[config.mk]
export PLATFORM = sky130hd
export DESIGN_NAME = tpt_state_variable_filter_top
export DESIGN_NICKNAME = d
export VERILOG_FILES = /design/src/rtl/tsvf_pkg.sv /design/src/rtl/tsvf_mac.sv /design/src/rtl/tpt_state_variable_filter_top.sv
export VERILOG_INCLUDE_DIRS = /design/src /design/src/rtl
export SDC_FILE = /design/constraint.sdc
export NUM_CORES = 2
export LEC_CHECK = 0
export ABC_AREA = 0
export ABC_CLOCK_PERIOD_IN_PS = 7400
export BUFFER_PORTS_ARGS = -buffer_cell sky130_fd_sc_hd__buf_2
export CAP_MARGIN = 20
export CELL_PAD_IN_SITES_DETAIL_PLACEMENT = 1
export CELL_PAD_IN_SITES_GLOBAL_PLACEMENT = 1
export CORE_MARGIN = 5
export CORE_UTILIZATION = 52
export CTS_CLUSTER_SIZE = 14
export DETAILED_ROUTE_END_ITERATION = 8
export MAX_ROUTING_LAYER = met4
export PLACE_DENSITY = 0.81
export SYNTH_ARGS = -nofsm -noshare
export SYNTH_HDL_FRONTEND = slang
export SYNTH_SLANG_ARGS = --single-unit
[constraint.sdc]
create_clock -name clk -period 7.4 [get_ports clk]
set_clock_uncertainty 0.15 [all_clocks]
set_input_delay 2.22 -clock clk [delete_from_list [all_inputs] [get_ports clk]]
set_output_delay 2.22 -clock clk [all_outputs]
set_load 0.01 [all_outputs]
[src/rtl/tpt_state_variable_filter_top_assert.svh]
// ----------------------------------------------------------------------------
// State variable filter assertion macros
// Concurrent assertion wrappers clocked on clk, with and without reset gating.
// ----------------------------------------------------------------------------
`ifndef TPT_STATE_VARIABLE_FILTER_TOP_ASSERT_SVH
`define TPT_STATE_VARIABLE_FILTER_TOP_ASSERT_SVH

`ifndef SYNTHESIS
// checked only out of reset
`define TSVF_ASSERT(label, prop, msg) \
	label: assert property (@(posedge clk) disable iff (!arst_n) prop) else $error(msg);
// checked at every edge, reset included
`define TSVF_ASSERT_RST(label, prop, msg) \
	label: assert property (@(posedge clk) prop) else $error(msg);
`else
`define TSVF_ASSERT(label, prop, msg)
`define TSVF_ASSERT_RST(label, prop, msg)
`endif

`endif

[src/rtl/tsvf_pkg.sv]
// ----------------------------------------------------------------------------
// State variable filter package
// Widths, register indexes, filter modes and control structs.
// ----------------------------------------------------------------------------
`timescale 1ns / 1ps
`default_nettype none

package tsvf_pkg;

	localparam int DATA_W     = 24;
	localparam int COEF_W     = 24;
	localparam int STATE_W    = 32;
	localparam int VAL_W      = 40;
	localparam int DIGIT_W    = 8;
	localparam int NUM_DIGITS = COEF_W / DIGIT_W;
	localparam int CNT_W      = $clog2(NUM_DIGITS);
	localparam int LOW_W      = NUM_DIGITS * DIGIT_W;
	localparam int PROD_W     = VAL_W + DIGIT_W + 1;
	localparam int ACC_W      = VAL_W + 3;
	localparam int SUM_W      = ACC_W + DIGIT_W;
	localparam int INT_W      = VAL_W + 2;
	localparam int COEF_FRAC  = 22;
	localparam int MORPH_FRAC = 16;
	localparam int MORPH_W    = 17;
	localparam int MORPH_ONE  = 1 << MORPH_FRAC;
	localparam int MORPH_HALF = MORPH_ONE / 2;
	localparam int MODE_W     = 2;
	localparam int CFG_IDX_W  = 3;
	localparam int CFG_DATA_W = 24;

	localparam logic [COEF_W-1:0] A1_RST = COEF_W'(4194304);
	localparam logic [COEF_W-1:0] K_RST  = COEF_W'(8388608);

	typedef enum logic [CFG_IDX_W-1:0] {
		REG_COEF_A1      = 3'd0,
		REG_COEF_A2      = 3'd1,
		REG_COEF_A3      = 3'd2,
		REG_DAMPING_K    = 3'd3,
		REG_FILTER_MODE  = 3'd4,
		REG_MORPH_ENABLE = 3'd5,
		REG_MORPH_AMOUNT = 3'd6
	} tsvf_reg_t;

	typedef enum logic [MODE_W-1:0] {
		MODE_LP    = 2'd0,
		MODE_BP    = 2'd1,
		MODE_HP    = 2'd2,
		MODE_NOTCH = 2'd3
	} tsvf_mode_t;

	typedef struct packed {
		logic start;
		logic blend;
	} tsvf_mac_req_t;

	typedef struct packed {
		logic busy;
		logic done;
	} tsvf_mac_sts_t;

endpackage

`default_nettype wire

[src/rtl/tsvf_mac.sv]
// ----------------------------------------------------------------------------
// State variable filter digit-serial MAC
// Two-term sum of products, coefficients consumed one digit per cycle, LSB first.
// ----------------------------------------------------------------------------
`timescale 1ns / 1ps
`default_nettype none
`include "tpt_state_variable_filter_top_assert.svh"

module tsvf_mac (
	input  logic                                 clk,
	input  logic                                 arst_n,
	input  tsvf_pkg::tsvf_mac_req_t              req,
	input  logic        [tsvf_pkg::COEF_W-1:0]   coef_a,
	input  logic        [tsvf_pkg::COEF_W-1:0]   coef_b,
	input  logic signed [tsvf_pkg::VAL_W-1:0]    op_a,
	input  logic signed [tsvf_pkg::VAL_W-1:0]    op_b,
	output tsvf_pkg::tsvf_mac_sts_t              sts,
	output logic signed [tsvf_pkg::ACC_W-1:0]    acc,
	output logic        [tsvf_pkg::LOW_W-1:0]    low
);

	logic        [tsvf_pkg::COEF_W-1:0]  coef_a_q, coef_b_q;
	logic signed [tsvf_pkg::VAL_W-1:0]   op_a_q, op_b_q;
	logic signed [tsvf_pkg::ACC_W-1:0]   acc_q, acc_init;
	logic        [tsvf_pkg::LOW_W-1:0]   low_q;
	logic        [tsvf_pkg::CNT_W-1:0]   cnt_q;
	logic                                busy_q, done_q;
	logic        [tsvf_pkg::DIGIT_W-1:0] dig_a, dig_b;
	logic signed [tsvf_pkg::PROD_W-1:0]  prod_a, prod_b;
	logic signed [tsvf_pkg::SUM_W-1:0]   sum;

	assign dig_a  = coef_a_q[tsvf_pkg::DIGIT_W-1:0];
	assign dig_b  = coef_b_q[tsvf_pkg::DIGIT_W-1:0];
	assign prod_a = op_a_q * $signed({1'b0, dig_a});
	assign prod_b = op_b_q * $signed({1'b0, dig_b});
	assign sum    = tsvf_pkg::SUM_W'(acc_q) + tsvf_pkg::SUM_W'(prod_a)
	              + tsvf_pkg::SUM_W'(prod_b);

	// rounding constant preloaded at weight 2^0
	assign acc_init = req.blend ? (tsvf_pkg::ACC_W'(1) <<< (tsvf_pkg::MORPH_FRAC - 1))
	                            : (tsvf_pkg::ACC_W'(1) <<< (tsvf_pkg::COEF_FRAC - 1));

	always_ff @(posedge clk or negedge arst_n) begin
		if (!arst_n) begin
			busy_q <= 1'b0;
			done_q <= 1'b0;
			cnt_q  <= '0;
		end else if (req.start) begin
			busy_q <= 1'b1;
			done_q <= 1'b0;
			cnt_q  <= '0;
		end else if (busy_q) begin
			cnt_q <= cnt_q + 1'b1;
			if (cnt_q == tsvf_pkg::CNT_W'(tsvf_pkg::NUM_DIGITS - 1)) begin
				busy_q <= 1'b0;
				done_q <= 1'b1;
			end else begin
				done_q <= 1'b0;
			end
		end else begin
			done_q <= 1'b0;
		end
	end

	always_ff @(posedge clk) begin
		if (req.start) begin
			coef_a_q <= coef_a;
			coef_b_q <= coef_b;
			op_a_q   <= op_a;
			op_b_q   <= op_b;
			acc_q    <= acc_init;
			low_q    <= '0;
		end else if (busy_q) begin
			coef_a_q <= coef_a_q >> tsvf_pkg::DIGIT_W;
			coef_b_q <= coef_b_q >> tsvf_pkg::DIGIT_W;
			acc_q    <= tsvf_pkg::ACC_W'(sum >>> tsvf_pkg::DIGIT_W);
			low_q    <= {sum[tsvf_pkg::DIGIT_W-1:0], low_q[tsvf_pkg::LOW_W-1:tsvf_pkg::DIGIT_W]};
		end
	end

	assign sts.busy = busy_q;
	assign sts.done = done_q;
	assign acc      = acc_q;
	assign low      = low_q;

	`TSVF_ASSERT(a_mac_start_idle, req.start |-> !busy_q, "MAC started while busy")
	`TSVF_ASSERT(a_mac_done_pulse, done_q |=> !done_q, "MAC done held for two cycles")
	`TSVF_ASSERT(a_mac_cnt_range, busy_q |-> (cnt_q <= tsvf_pkg::CNT_W'(tsvf_pkg::NUM_DIGITS - 1)), "MAC digit count out of range")

endmodule

`default_nettype wire

[src/rtl/tpt_state_variable_filter_top.sv]
// ----------------------------------------------------------------------------
// Trapezoidal state variable filter
// LP/BP/HP/notch or LP-BP-HP morph, 24-bit samples, digit-serial shared MAC.
// ----------------------------------------------------------------------------
//  channel  | direction | handshake            | payload
//  ---------+-----------+----------------------+---------------------------
//  cfg      | in        | cfg_wr_en            | cfg_index[2:0], cfg_data[23:0]
//  in       | in        | in_valid / in_stall  | sample_in[23:0] signed
//  out      | out       | out_valid / out_stall| sample_out[23:0] signed
//
//  One sample is processed at a time, in three MAC passes, four with morph
//  enabled, each over 3 coefficient digits of 8 bits.
//  A finished sample waits in the output register; the next input is taken
//  while it waits, and the block stalls at the end only if it is still held.
//  Async reset restores register defaults and clears both integrators.
// ----------------------------------------------------------------------------
`timescale 1ns / 1ps
`default_nettype none
`include "tpt_state_variable_filter_top_assert.svh"

module tpt_state_variable_filter_top (
	input  logic                                   clk,
	input  logic                                   arst_n,
	input  logic                                   cfg_wr_en,
	input  logic        [tsvf_pkg::CFG_IDX_W-1:0]  cfg_index,
	input  logic        [tsvf_pkg::CFG_DATA_W-1:0] cfg_data,
	input  logic                                   in_valid,
	output logic                                   in_stall,
	input  logic signed [tsvf_pkg::DATA_W-1:0]     sample_in,
	output logic                                   out_valid,
	input  logic                                   out_stall,
	output logic signed [tsvf_pkg::DATA_W-1:0]     sample_out
);

	typedef enum logic [7:0] {
		S_IDLE  = 8'b0000_0001,
		S_V1    = 8'b0000_0010,
		S_V2    = 8'b0000_0100,
		S_KV1   = 8'b0000_1000,
		S_HP    = 8'b0001_0000,
		S_SEL   = 8'b0010_0000,
		S_BLEND = 8'b0100_0000,
		S_OUT   = 8'b1000_0000
	} tsvf_state_t;

	localparam int INT_W = tsvf_pkg::INT_W;

	tsvf_state_t                           state_q;
	logic        [tsvf_pkg::COEF_W-1:0]    a1_q, a2_q, a3_q, k_q;
	tsvf_pkg::tsvf_mode_t                  mode_q;
	logic                                  morph_en_q;
	logic        [tsvf_pkg::MORPH_W-1:0]   morph_q;
	logic signed [tsvf_pkg::STATE_W-1:0]   s1_q, s2_q;
	logic signed [tsvf_pkg::DATA_W-1:0]    x_q, out_q;
	logic signed [tsvf_pkg::VAL_W-1:0]     v3_q, v1_q, v2_q, notch_q, hp_q, y_q;
	logic                                  out_valid_q;

	logic signed [tsvf_pkg::VAL_W-1:0]     v3_in, res_coef, res_blend;
	logic signed [INT_W-1:0]               int1_full, int2_full;
	logic        [tsvf_pkg::MORPH_W-1:0]   m_clip, t_w, w_a;
	logic                                  m_upper;
	logic                                  out_load;

	tsvf_pkg::tsvf_mac_req_t               mac_req;
	tsvf_pkg::tsvf_mac_sts_t               mac_sts;
	logic        [tsvf_pkg::COEF_W-1:0]    mac_coef_a, mac_coef_b;
	logic signed [tsvf_pkg::VAL_W-1:0]     mac_op_a, mac_op_b;
	logic signed [tsvf_pkg::ACC_W-1:0]     mac_acc;
	logic        [tsvf_pkg::LOW_W-1:0]     mac_low;

	function automatic logic signed [tsvf_pkg::STATE_W-1:0] sat_state(
		input logic signed [INT_W-1:0] v
	);
		logic [INT_W-tsvf_pkg::STATE_W:0] top;
		top = v[INT_W-1:tsvf_pkg::STATE_W-1];
		if (top == '0 || top == '1) begin
			return v[tsvf_pkg::STATE_W-1:0];
		end else if (v[INT_W-1]) begin
			return {1'b1, {(tsvf_pkg::STATE_W-1){1'b0}}};
		end else begin
			return {1'b0, {(tsvf_pkg::STATE_W-1){1'b1}}};
		end
	endfunction

	function automatic logic signed [tsvf_pkg::DATA_W-1:0] sat_out(
		input logic signed [tsvf_pkg::VAL_W-1:0] v
	);
		logic [tsvf_pkg::VAL_W-tsvf_pkg::DATA_W:0] top;
		top = v[tsvf_pkg::VAL_W-1:tsvf_pkg::DATA_W-1];
		if (top == '0 || top == '1) begin
			return v[tsvf_pkg::DATA_W-1:0];
		end else if (v[tsvf_pkg::VAL_W-1]) begin
			return {1'b1, {(tsvf_pkg::DATA_W-1){1'b0}}};
		end else begin
			return {1'b0, {(tsvf_pkg::DATA_W-1){1'b1}}};
		end
	endfunction

	assign v3_in = tsvf_pkg::VAL_W'(sample_in) - tsvf_pkg::VAL_W'(s2_q);

	// MAC holds (sum of products + rounding) as {acc, low}
	assign res_coef  = tsvf_pkg::VAL_W'({mac_acc, mac_low[tsvf_pkg::LOW_W-1:tsvf_pkg::COEF_FRAC]});
	assign res_blend = tsvf_pkg::VAL_W'({mac_acc, mac_low[tsvf_pkg::LOW_W-1:tsvf_pkg::MORPH_FRAC]});

	assign int1_full = (INT_W'(v1_q) <<< 1) - INT_W'(s1_q);
	assign int2_full = (INT_W'(v2_q) <<< 1) - INT_W'(s2_q);

	assign m_clip  = (morph_q > tsvf_pkg::MORPH_W'(tsvf_pkg::MORPH_ONE))
	               ? tsvf_pkg::MORPH_W'(tsvf_pkg::MORPH_ONE) : morph_q;
	assign m_upper = (m_clip >= tsvf_pkg::MORPH_W'(tsvf_pkg::MORPH_HALF));
	assign t_w     = m_upper ? ((m_clip - tsvf_pkg::MORPH_W'(tsvf_pkg::MORPH_HALF)) << 1)
	                         : (m_clip << 1);
	assign w_a     = tsvf_pkg::MORPH_W'(tsvf_pkg::MORPH_ONE) - t_w;

	always_comb begin
		mac_req    = '0;
		mac_coef_a = '0;
		mac_coef_b = '0;
		mac_op_a   = '0;
		mac_op_b   = '0;
		case (state_q)
			S_IDLE: begin
				if (in_valid) begin
					mac_req.start = 1'b1;
					mac_coef_a    = a1_q;
					mac_op_a      = tsvf_pkg::VAL_W'(s1_q);
					mac_coef_b    = a2_q;
					mac_op_b      = v3_in;
				end
			end
			S_V1: begin
				if (mac_sts.done) begin
					mac_req.start = 1'b1;
					mac_coef_a    = a2_q;
					mac_op_a      = tsvf_pkg::VAL_W'(s1_q);
					mac_coef_b    = a3_q;
					mac_op_b      = v3_q;
				end
			end
			S_V2: begin
				if (mac_sts.done) begin
					mac_req.start = 1'b1;
					mac_coef_a    = k_q;
					mac_op_a      = v1_q;
				end
			end
			S_SEL: begin
				if (morph_en_q) begin
					mac_req.start = 1'b1;
					mac_req.blend = 1'b1;
					mac_coef_a    = tsvf_pkg::COEF_W'(w_a);
					mac_coef_b    = tsvf_pkg::COEF_W'(t_w);
					mac_op_a      = m_upper ? v1_q : v2_q;
					mac_op_b      = m_upper ? hp_q : v1_q;
				end
			end
			default: begin
			end
		endcase
	end

	tsvf_mac u_mac (
		.clk    (clk),
		.arst_n (arst_n),
		.req    (mac_req),
		.coef_a (mac_coef_a),
		.coef_b (mac_coef_b),
		.op_a   (mac_op_a),
		.op_b   (mac_op_b),
		.sts    (mac_sts),
		.acc    (mac_acc),
		.low    (mac_low)
	);

	assign out_load = (state_q == S_OUT) && (!out_valid_q || !out_stall);

	// control, configuration and integrators
	always_ff @(posedge clk or negedge arst_n) begin
		if (!arst_n) begin
			state_q     <= S_IDLE;
			out_valid_q <= 1'b0;
			a1_q        <= tsvf_pkg::A1_RST;
			a2_q        <= '0;
			a3_q        <= '0;
			k_q         <= tsvf_pkg::K_RST;
			mode_q      <= tsvf_pkg::MODE_LP;
			morph_en_q  <= 1'b0;
			morph_q     <= '0;
			s1_q        <= '0;
			s2_q        <= '0;
		end else begin
			if (cfg_wr_en) begin
				case (cfg_index)
					tsvf_pkg::REG_COEF_A1:      a1_q       <= cfg_data[tsvf_pkg::COEF_W-1:0];
					tsvf_pkg::REG_COEF_A2:      a2_q       <= cfg_data[tsvf_pkg::COEF_W-1:0];
					tsvf_pkg::REG_COEF_A3:      a3_q       <= cfg_data[tsvf_pkg::COEF_W-1:0];
					tsvf_pkg::REG_DAMPING_K:    k_q        <= cfg_data[tsvf_pkg::COEF_W-1:0];
					tsvf_pkg::REG_FILTER_MODE:
						mode_q <= tsvf_pkg::tsvf_mode_t'(cfg_data[tsvf_pkg::MODE_W-1:0]);
					tsvf_pkg::REG_MORPH_ENABLE: morph_en_q <= cfg_data[0];
					tsvf_pkg::REG_MORPH_AMOUNT: morph_q    <= cfg_data[tsvf_pkg::MORPH_W-1:0];
					default: begin
					end
				endcase
			end

			if (out_load) begin
				out_valid_q <= 1'b1;
			end else if (!out_stall) begin
				out_valid_q <= 1'b0;
			end

			case (state_q)
				S_IDLE: begin
					if (in_valid) begin
						state_q <= S_V1;
					end
				end
				S_V1: begin
					if (mac_sts.done) begin
						state_q <= S_V2;
					end
				end
				S_V2: begin
					if (mac_sts.done) begin
						state_q <= S_KV1;
					end
				end
				S_KV1: begin
					if (mac_sts.done) begin
						state_q <= S_HP;
					end
				end
				S_HP: begin
					s1_q    <= sat_state(int1_full);
					s2_q    <= sat_state(int2_full);
					state_q <= S_SEL;
				end
				S_SEL: begin
					state_q <= morph_en_q ? S_BLEND : S_OUT;
				end
				S_BLEND: begin
					if (mac_sts.done) begin
						state_q <= S_OUT;
					end
				end
				S_OUT: begin
					if (out_load) begin
						state_q <= S_IDLE;
					end
				end
				default: begin
					state_q <= S_IDLE;
				end
			endcase
		end
	end

	// datapath
	always_ff @(posedge clk) begin
		case (state_q)
			S_IDLE: begin
				if (in_valid) begin
					x_q  <= sample_in;
					v3_q <= v3_in;
				end
			end
			S_V1: begin
				if (mac_sts.done) begin
					v1_q <= res_coef;
				end
			end
			S_V2: begin
				if (mac_sts.done) begin
					v2_q <= tsvf_pkg::VAL_W'(s2_q) + res_coef;
				end
			end
			S_KV1: begin
				if (mac_sts.done) begin
					notch_q <= tsvf_pkg::VAL_W'(x_q) - res_coef;
				end
			end
			S_HP: begin
				hp_q <= notch_q - v2_q;
			end
			S_SEL: begin
				case (mode_q)
					tsvf_pkg::MODE_LP:    y_q <= v2_q;
					tsvf_pkg::MODE_BP:    y_q <= v1_q;
					tsvf_pkg::MODE_HP:    y_q <= hp_q;
					tsvf_pkg::MODE_NOTCH: y_q <= notch_q;
					default:              y_q <= v2_q;
				endcase
			end
			S_BLEND: begin
				if (mac_sts.done) begin
					y_q <= res_blend;
				end
			end
			default: begin
			end
		endcase

		if (out_load) begin
			out_q <= sat_out(y_q);
		end
	end

	assign in_stall   = (state_q != S_IDLE);
	assign out_valid  = out_valid_q;
	assign sample_out = out_q;

	`TSVF_ASSERT_RST(a_rst_no_output, !arst_n |-> !out_valid, "output valid during reset")
	`TSVF_ASSERT(a_accept_starts_mac,
		(in_valid && !in_stall) |=> (state_q == S_V1 && mac_sts.busy),
		"accepted sample did not start the MAC")
	`TSVF_ASSERT(a_out_from_final, $rose(out_valid_q) |-> $past(state_q == S_OUT),
		"output raised outside final state")

endmodule

`default_nettype wire

==> Word-level counts from Yosys, hierarchy flattened <==
Index checks and enable logic that the tools add are counted.
{ "word_totals": {"output_inout_bits": 26, "mem_count": 0, "latchBits": 0, "mem_bits_ro": 0, "inputBits": 56, "ram_bits": 0, "word_cells": 161, "regBits": 676} }
{ "classes": {"shifts": 0, "n_div": 0, "n_mul": 2, "n_reduce_logical": 28, "bitwise_logic": 0, "eq_ne": 29, "order_cmp": 2, "n_mux": 61, "n_addsub": 11} }
{ "ops": {"columns": ["cell", "count"], "rows": [
  ["$mux W40", 10],
  ["$pmux W40 S4", 2],
  ["$mux W24", 11],
  ["$mux W32", 4],
  ["$pmux W40 S3", 1],
  ["$mul A40 B9 Y49", 2],
  ["$pmux W24 S4", 1],
  ["$mux W43", 2],
  ["$sub A41 B32 Y42", 2],
  ["$pmux W40 S2", 1],
  ["$pmux W24 S3", 1],
  ["$mux W17", 4],
  ["$pmux W8 S8", 1],
  ["$mux W8", 7],
  ["$add A50 B49 Y51", 1],
  ["$add A43 B49 Y50", 1],
  ["$add A32 B40 Y40", 1],
  ["$sub A24 B40 Y40", 1],
  ["$sub A40 B40 Y40", 1],
  ["$sub A24 B32 Y33", 1],
  ["$reduce_and A2 Y1", 12],
  ["$eq A11 B11 Y1 const B", 2],
  ["$logic_not A11 Y1", 2],
  ["$mux W22", 1],
  ["other kinds (34)", 61]
]} }

==> Logic depth before layout (Yosys ltp) <==
{ "depth": {"word_depth": 8, "depth_mapped": 26, "ltp_nobuf": 24} }

==> Modules after synthesis <==
Synthesis repeated with hierarchy kept, for this count alone.
{ "hier_totals": {"hier_cells": 6432, "hier_area_um2": 63552.2} }
{ "by_module_without_submodules": {"columns": ["module", "instances", "area_per_inst_um2", "seq_area_each_um2", "cells_per_inst"], "rows": [
  ["tpt_state_variable_filter_top", 1, 32532.5, 13171.4, 3290],
  ["tsvf_mac", 1, 31019.8, 5715.5, 3142]
]} }

==> Worst setup path after synthesis <==
Ideal clock, no wire load.
{ "synth_timing": {"path_kind": "flip-flop to flip-flop", "startpoint": "reg u_mac.coef_b_q[3] (netlist bit)", "endpoint": "reg u_mac.acc_q, in the netlist u_mac.acc[40], data pin", "stages_incl_launch_ff": 25, "required_time_ns": 6.878, "path_slack_ns": 0.747, "setup_ns": 0.372, "t_arrival_ns": 6.130, "period_less_slack_ns": 6.653, "path_buffers": 1, "path_cell_list": "edfxtp_1 clkbuf_1 and2_1 fa_1 inv_1 fa_1 fa_1 inv_1 fa_1 fa_1 inv_1 fa_1 inv_1 ha_1 a21o_1 a21o_1 a211oi_1 o2111a_1 a21bo_2 o31a_1 o21ai_0 a211oi_1 o31ai_1 xnor2_1 nor2_1"} }
{ "synth_via": {"elab_chain_len": 4} }
{ "synth_lines": {"columns": ["element", "line", "rtl"], "rows": [
  ["start, declared", "tsvf_mac.sv:22", "logic [tsvf_pkg::COEF_W-1:0] coef_a_q, coef_b_q;"],
  ["start signal, assigned", "tsvf_mac.sv:68", "coef_b_q <= coef_b;"],
  ["start signal, assigned", "tsvf_mac.sv:75", "coef_b_q <= coef_b_q >> tsvf_pkg::DIGIT_W;"],
  ["$mul A40 B9 Y49", "tsvf_mac.sv:35", "assign prod_b = op_b_q * $signed({1'b0, dig_b});"],
  ["$add A50 B49 Y51", "tsvf_mac.sv:37", "+ tsvf_pkg::SUM_W'(prod_b);"],
  ["$mux W43", "tsvf_mac.sv:73", "end else if (busy_q) begin"],
  ["$mux W43", "tsvf_mac.sv:66", "if (req.start) begin"],
  ["end signal, assigned", "tsvf_mac.sv:71", "acc_q <= acc_init;"],
  ["end signal, assigned", "tsvf_mac.sv:76", "acc_q <= tsvf_pkg::ACC_W'(sum >>> tsvf_pkg::DIGIT_W);"],
  ["end, declared", "tsvf_mac.sv:24", "logic signed [tsvf_pkg::ACC_W-1:0] acc_q, acc_init;"]
]} }
Every way passes these cells. The select of a mux whose other input is x is not followed.
A chain may end at the register's enable or synchronous reset.

==> Final worst setup path <==
{ "layout_timing": {"startpoint": "reg u_mac.coef_b_q[1] (netlist bit)", "endpoint": "reg u_mac.acc_q, in the netlist u_mac.acc[27], data pin"} }
The elaborated chain is that of the path after synthesis.

==> metrics.md <==
| Metric | Value |
|---|---|
| GRT Overall Usage | `0.335` |
| Fraction of the cycle the final worst path needs | `0.976` |
| CTS HTree Levels | `3` |
| Die ar. | `126000 um2` |
| Async SR Flop Fraction | `0.296` |
| Antenna viol nets, final | `0` |
| Detailed Place HPWL | `163 mm` |
| Post-synth top cells | `inv_1, fa_1, nand2_1, edfxtp_1, ha_1` |
| Run status | `completed` |
| Max-slew violation count | `0` |
| Max Fclk | `approximately 0.14 GHz` |
| Area after DPL | `64200 um2` |
| Routed via count | `48700` |
| Overflow after GRT | `0` |
| Number of vias per cell | `6.17` |
| Highest fanout seen on the critical path | `40` |
| Share of layout cells above drive strength 1 | `0.0880` |
| Mux contribution to synthesized area | `0.0394` |
| Row Count | `126` |
| Setup_tns | `0 ns` |
| Core ar. | `118000 um2` |
| Die extent in x | `355 um` |
| Worst path slowest cell | `fa_1` |
| DRC violations left | `0` |
| Number of failing hold endpoints at the final stage | `0` |
| Height of the die | `355 um` |
| WL/cell | `between 20 and 30 um` |
| Warning count from the yosys run | `0` |
| Post-CTS clock slew at the launch and capture registers of the worst setup and hold paths | `0.06 ns` |
| Number of enable flip-flop cells after synthesis | `about 450` |
| Area used by multi-input combinational logic | `38600 um2` |
| Pin count of the biggest net entering global routing | `between 100 and 150` |
| Area of all placed cells without fillers | `67300 um2` |
| Startpoint class of the critical path | `flop` |
| Cell repeated most along the worst path | `fa_1` |
| Detailed-routing iteration count for the pre-antenna-repair pass | `9` |
| Fraction of the mapped netlist area in simple logic gates | `0.128` |
| Post-Synthesis Net Count | `7354` |
| Classification of the worst setup path | `flop to flop` |
| Combinational family with the most area after synthesis | `adder cells` |
| Data required time of the critical path | `7.63 ns` |
| Xor and xnor fraction of the mapped netlist area | `0.0347` |
| Most frequent cell after synthesis | `inv_1` |
| Area fraction of the dominant cell type after synthesis | `0.219` |
| Cells after DPL | `7726` |
| Type of the most critical hold path | `flop to flop` |
| Buffers on Ports | `81` |
| Worst setup EP type | `flop` |
| Seq. cell area | `18600 um2` |
| Clock period minus worst slack | `about 7.2 ns` |
| # clock sinks | `between 600 and 700` |
| Delay of the slowest critical-path stage | `0.55 ns` |
| Worst EP arrival | `7.45 ns` |
| Sequential area share after synthesis | `0.300` |
| Global placer's final weighted congestion | `0.945` |
| Maximum count of clock buffers along a single path | `3` |
| Wire length of the first global-routing pass | `317 mm` |
| Post-layout net count | `7372` |
| Measured slew at the worst slew-check pin | `1.25 ns` |
| Final count of negative-setup-slack endpoints | `0` |
| Slew headroom | `0.164` |
| Fill cell instance count of the final layout | `12900` |
| Antenna violations before repair | `15` |
| Max Cap Viol | `0` |
| Count of placed standard cells in the final layout, fillers left out | `between 7000 and 8000` |
| Layout-stage area growth over the synthesis result | `8.78%` |
| Clock latency of the later-clocked register in the worst-skew pair | `0.69 ns` |
| Routed WL | `207 mm` |
| Starting utilization of the core area | `0.524` |
| Number of instances in the synthesized netlist | `approximately 6300` |
| Post-synthesis compound-gate area fraction | `0.131` |
| Clock tree from TritonCTS | `built` |
| Post-synthesis instance area | `61900 um2` |
| Total clock buffers created by CTS | `79` |
| Number of primary I/O pins | `82` |
| Count of distinct cell types in the synthesized netlist | `93` |
| Root Buffer Master | `clkbuf_16` |
| Adder-Cell Fraction of Synth Area | `0.288` |
| Flip-flop and latch count after synthesis | `653` |
| Library cell with the largest summed area after synthesis | `edfxtp_1` |
| DRC violation total after the first TritonRoute iteration | `4913` |
| Cells taking the most area after synthesis | `edfxtp_1, fa_1, ha_1` |
| Via count of the first global-routing pass | `52300` |
| Average instance area after synthesis | `slightly below 10 um2` |
| Primary FF master, synth | `edfxtp_1` |
-- logic make-up after synthesis --
| kind of cell | after synthesis |
|---|---|
| multiplexers | 178 |
| AO/OA/AOI/OAI | 1216 |
| XOR/XNOR | 245 |
| buffers and inverters | 1295 |
| AND/OR/NAND/NOR | 1635 |
| adder cells (fa/ha/maj) | 1038 |
| flip-flops | 653 |
-- area by class of cell --
| class | count | share of cell area |
|---|---|---|
| Tap cell | 1536 | 0.0286 |
| Inverter | 1069 | 0.0598 |
| Sequential cell | 653 | 0.276 |
| Multi-Input combinational cell | 4312 | 0.574 |
| Clock inverter | 48 | 0.0103 |
| Clock buffer | 98 | 0.0315 |
| Antenna cell | 8 | 0.000297 |
| Timing Repair Buffer | 163 | 0.0198 |
-- cells in the final DEF, fill, tap and decap left out, types with 27 or more instances in the layout --
cell | netlist | final
nand2b_1 | 34 | 34
xor2_1 | 81 | 81
nor2b_1 | 34 | 34
nor2_1 | 287 | 283
o21a_1 | 38 | 38
nand4_1 | 40 | 40
edfxtp_1 | 452 | 452
buf_2 | 11 | 80
and2_1 | 367 | 367
ha_1 | 397 | 391
mux4_2 | 40 | 40
and3_1 | 28 | 27
nand2_1 | 624 | 620
mux2_2 | 126 | 126
a221o_1 | 44 | 44
buf_4 | 0 | 56
a21oi_1 | 295 | 289
a31oi_1 | 43 | 42
clkbuf_16 | 0 | 81
fa_1 | 641 | 641
xnor2_1 | 164 | 164
o21ai_0 | 270 | 264
o22ai_1 | 56 | 55
inv_1 | 1066 | 1066
a21o_1 | 152 | 152
dfrtp_1 | 190 | 188
o21bai_1 | 41 | 41
a222oi_1 | 64 | 64
nor3_1 | 56 | 52
nand3_1 | 63 | 63
-- through the flow --
| stage | hold slack, ns | worst slack, ns | utilization |
|---|---|---|---|
| after floorplan | 0.304 | 0.747 | - |
| after global placement | 0.337 | -0.0563 | 0.544 |
| after detailed placement | 0.346 | -0.243 | 0.544 |
| after CTS | 0.359 | 0.00247 | 0.568 |
| after global routing | 0.369 | -0.0639 | 0.570 |
| final | 0.357 | 0.181 | 0.570 |
-- critical path: cells and delay by family, from the launching register on --
family / cells / cell delay (ns)
buf+inv: 7 / 0.78
compound gates: 7 / 1.24
simple gates: 4 / 0.69
flops: 1 / 0.43
fa+ha+maj: 7 / 3.34
xor+xnor: 1 / 0.26
-- timing repair --
action,in CTS,in global routing
endpoints found under the setup margin,8,13
hold buffers,0,0
resized for setup,6,31
pin swaps,4,13
setup buffers,0,2
gates cloned,0,2
-- per-layer routing --
metal  up-vias  global-route usage  wire [um]
met4         0              0.0950       6620
met5         -                   -          0
met2      2103               0.524      95500
met1     25200               0.461      86100
met3       371              0.0513      19000
li1      21100                   -          -
-- registers in the layout (all words and copies together) (netlist names), 32 cells and up --
register and count:
s2_q 32, u_mac.op_b_q 40, v1_q 40, y_q 40, u_mac.acc 43, v2_q 40
u_mac.op_a_q 40, s1_q 32, v3_q 33, notch_q 40, hp_q 40
-- worst paths after layout --
check	startpoint	end	slack, ns	depth (start not counted)
worst max-delay path	u_mac.coef_b_q[1]	u_mac.acc[27]	0.18	26
worst min-delay path	k_q[21]	k_q[21]	0.36	1
worst max register to register	u_mac.coef_b_q[1]	u_mac.acc[27]	0.18	26
worst min register to register	k_q[21]	k_q[21]	0.36	1
max in group asynchronous	arst_n	s2_q[2]	4.47	2
min in group asynchronous	arst_n	k_q[5]	1.43	1
Power is left out: the tool's default activity adds up to more than one toggle a clock period on the data nets, which glitch-free logic cannot reach.
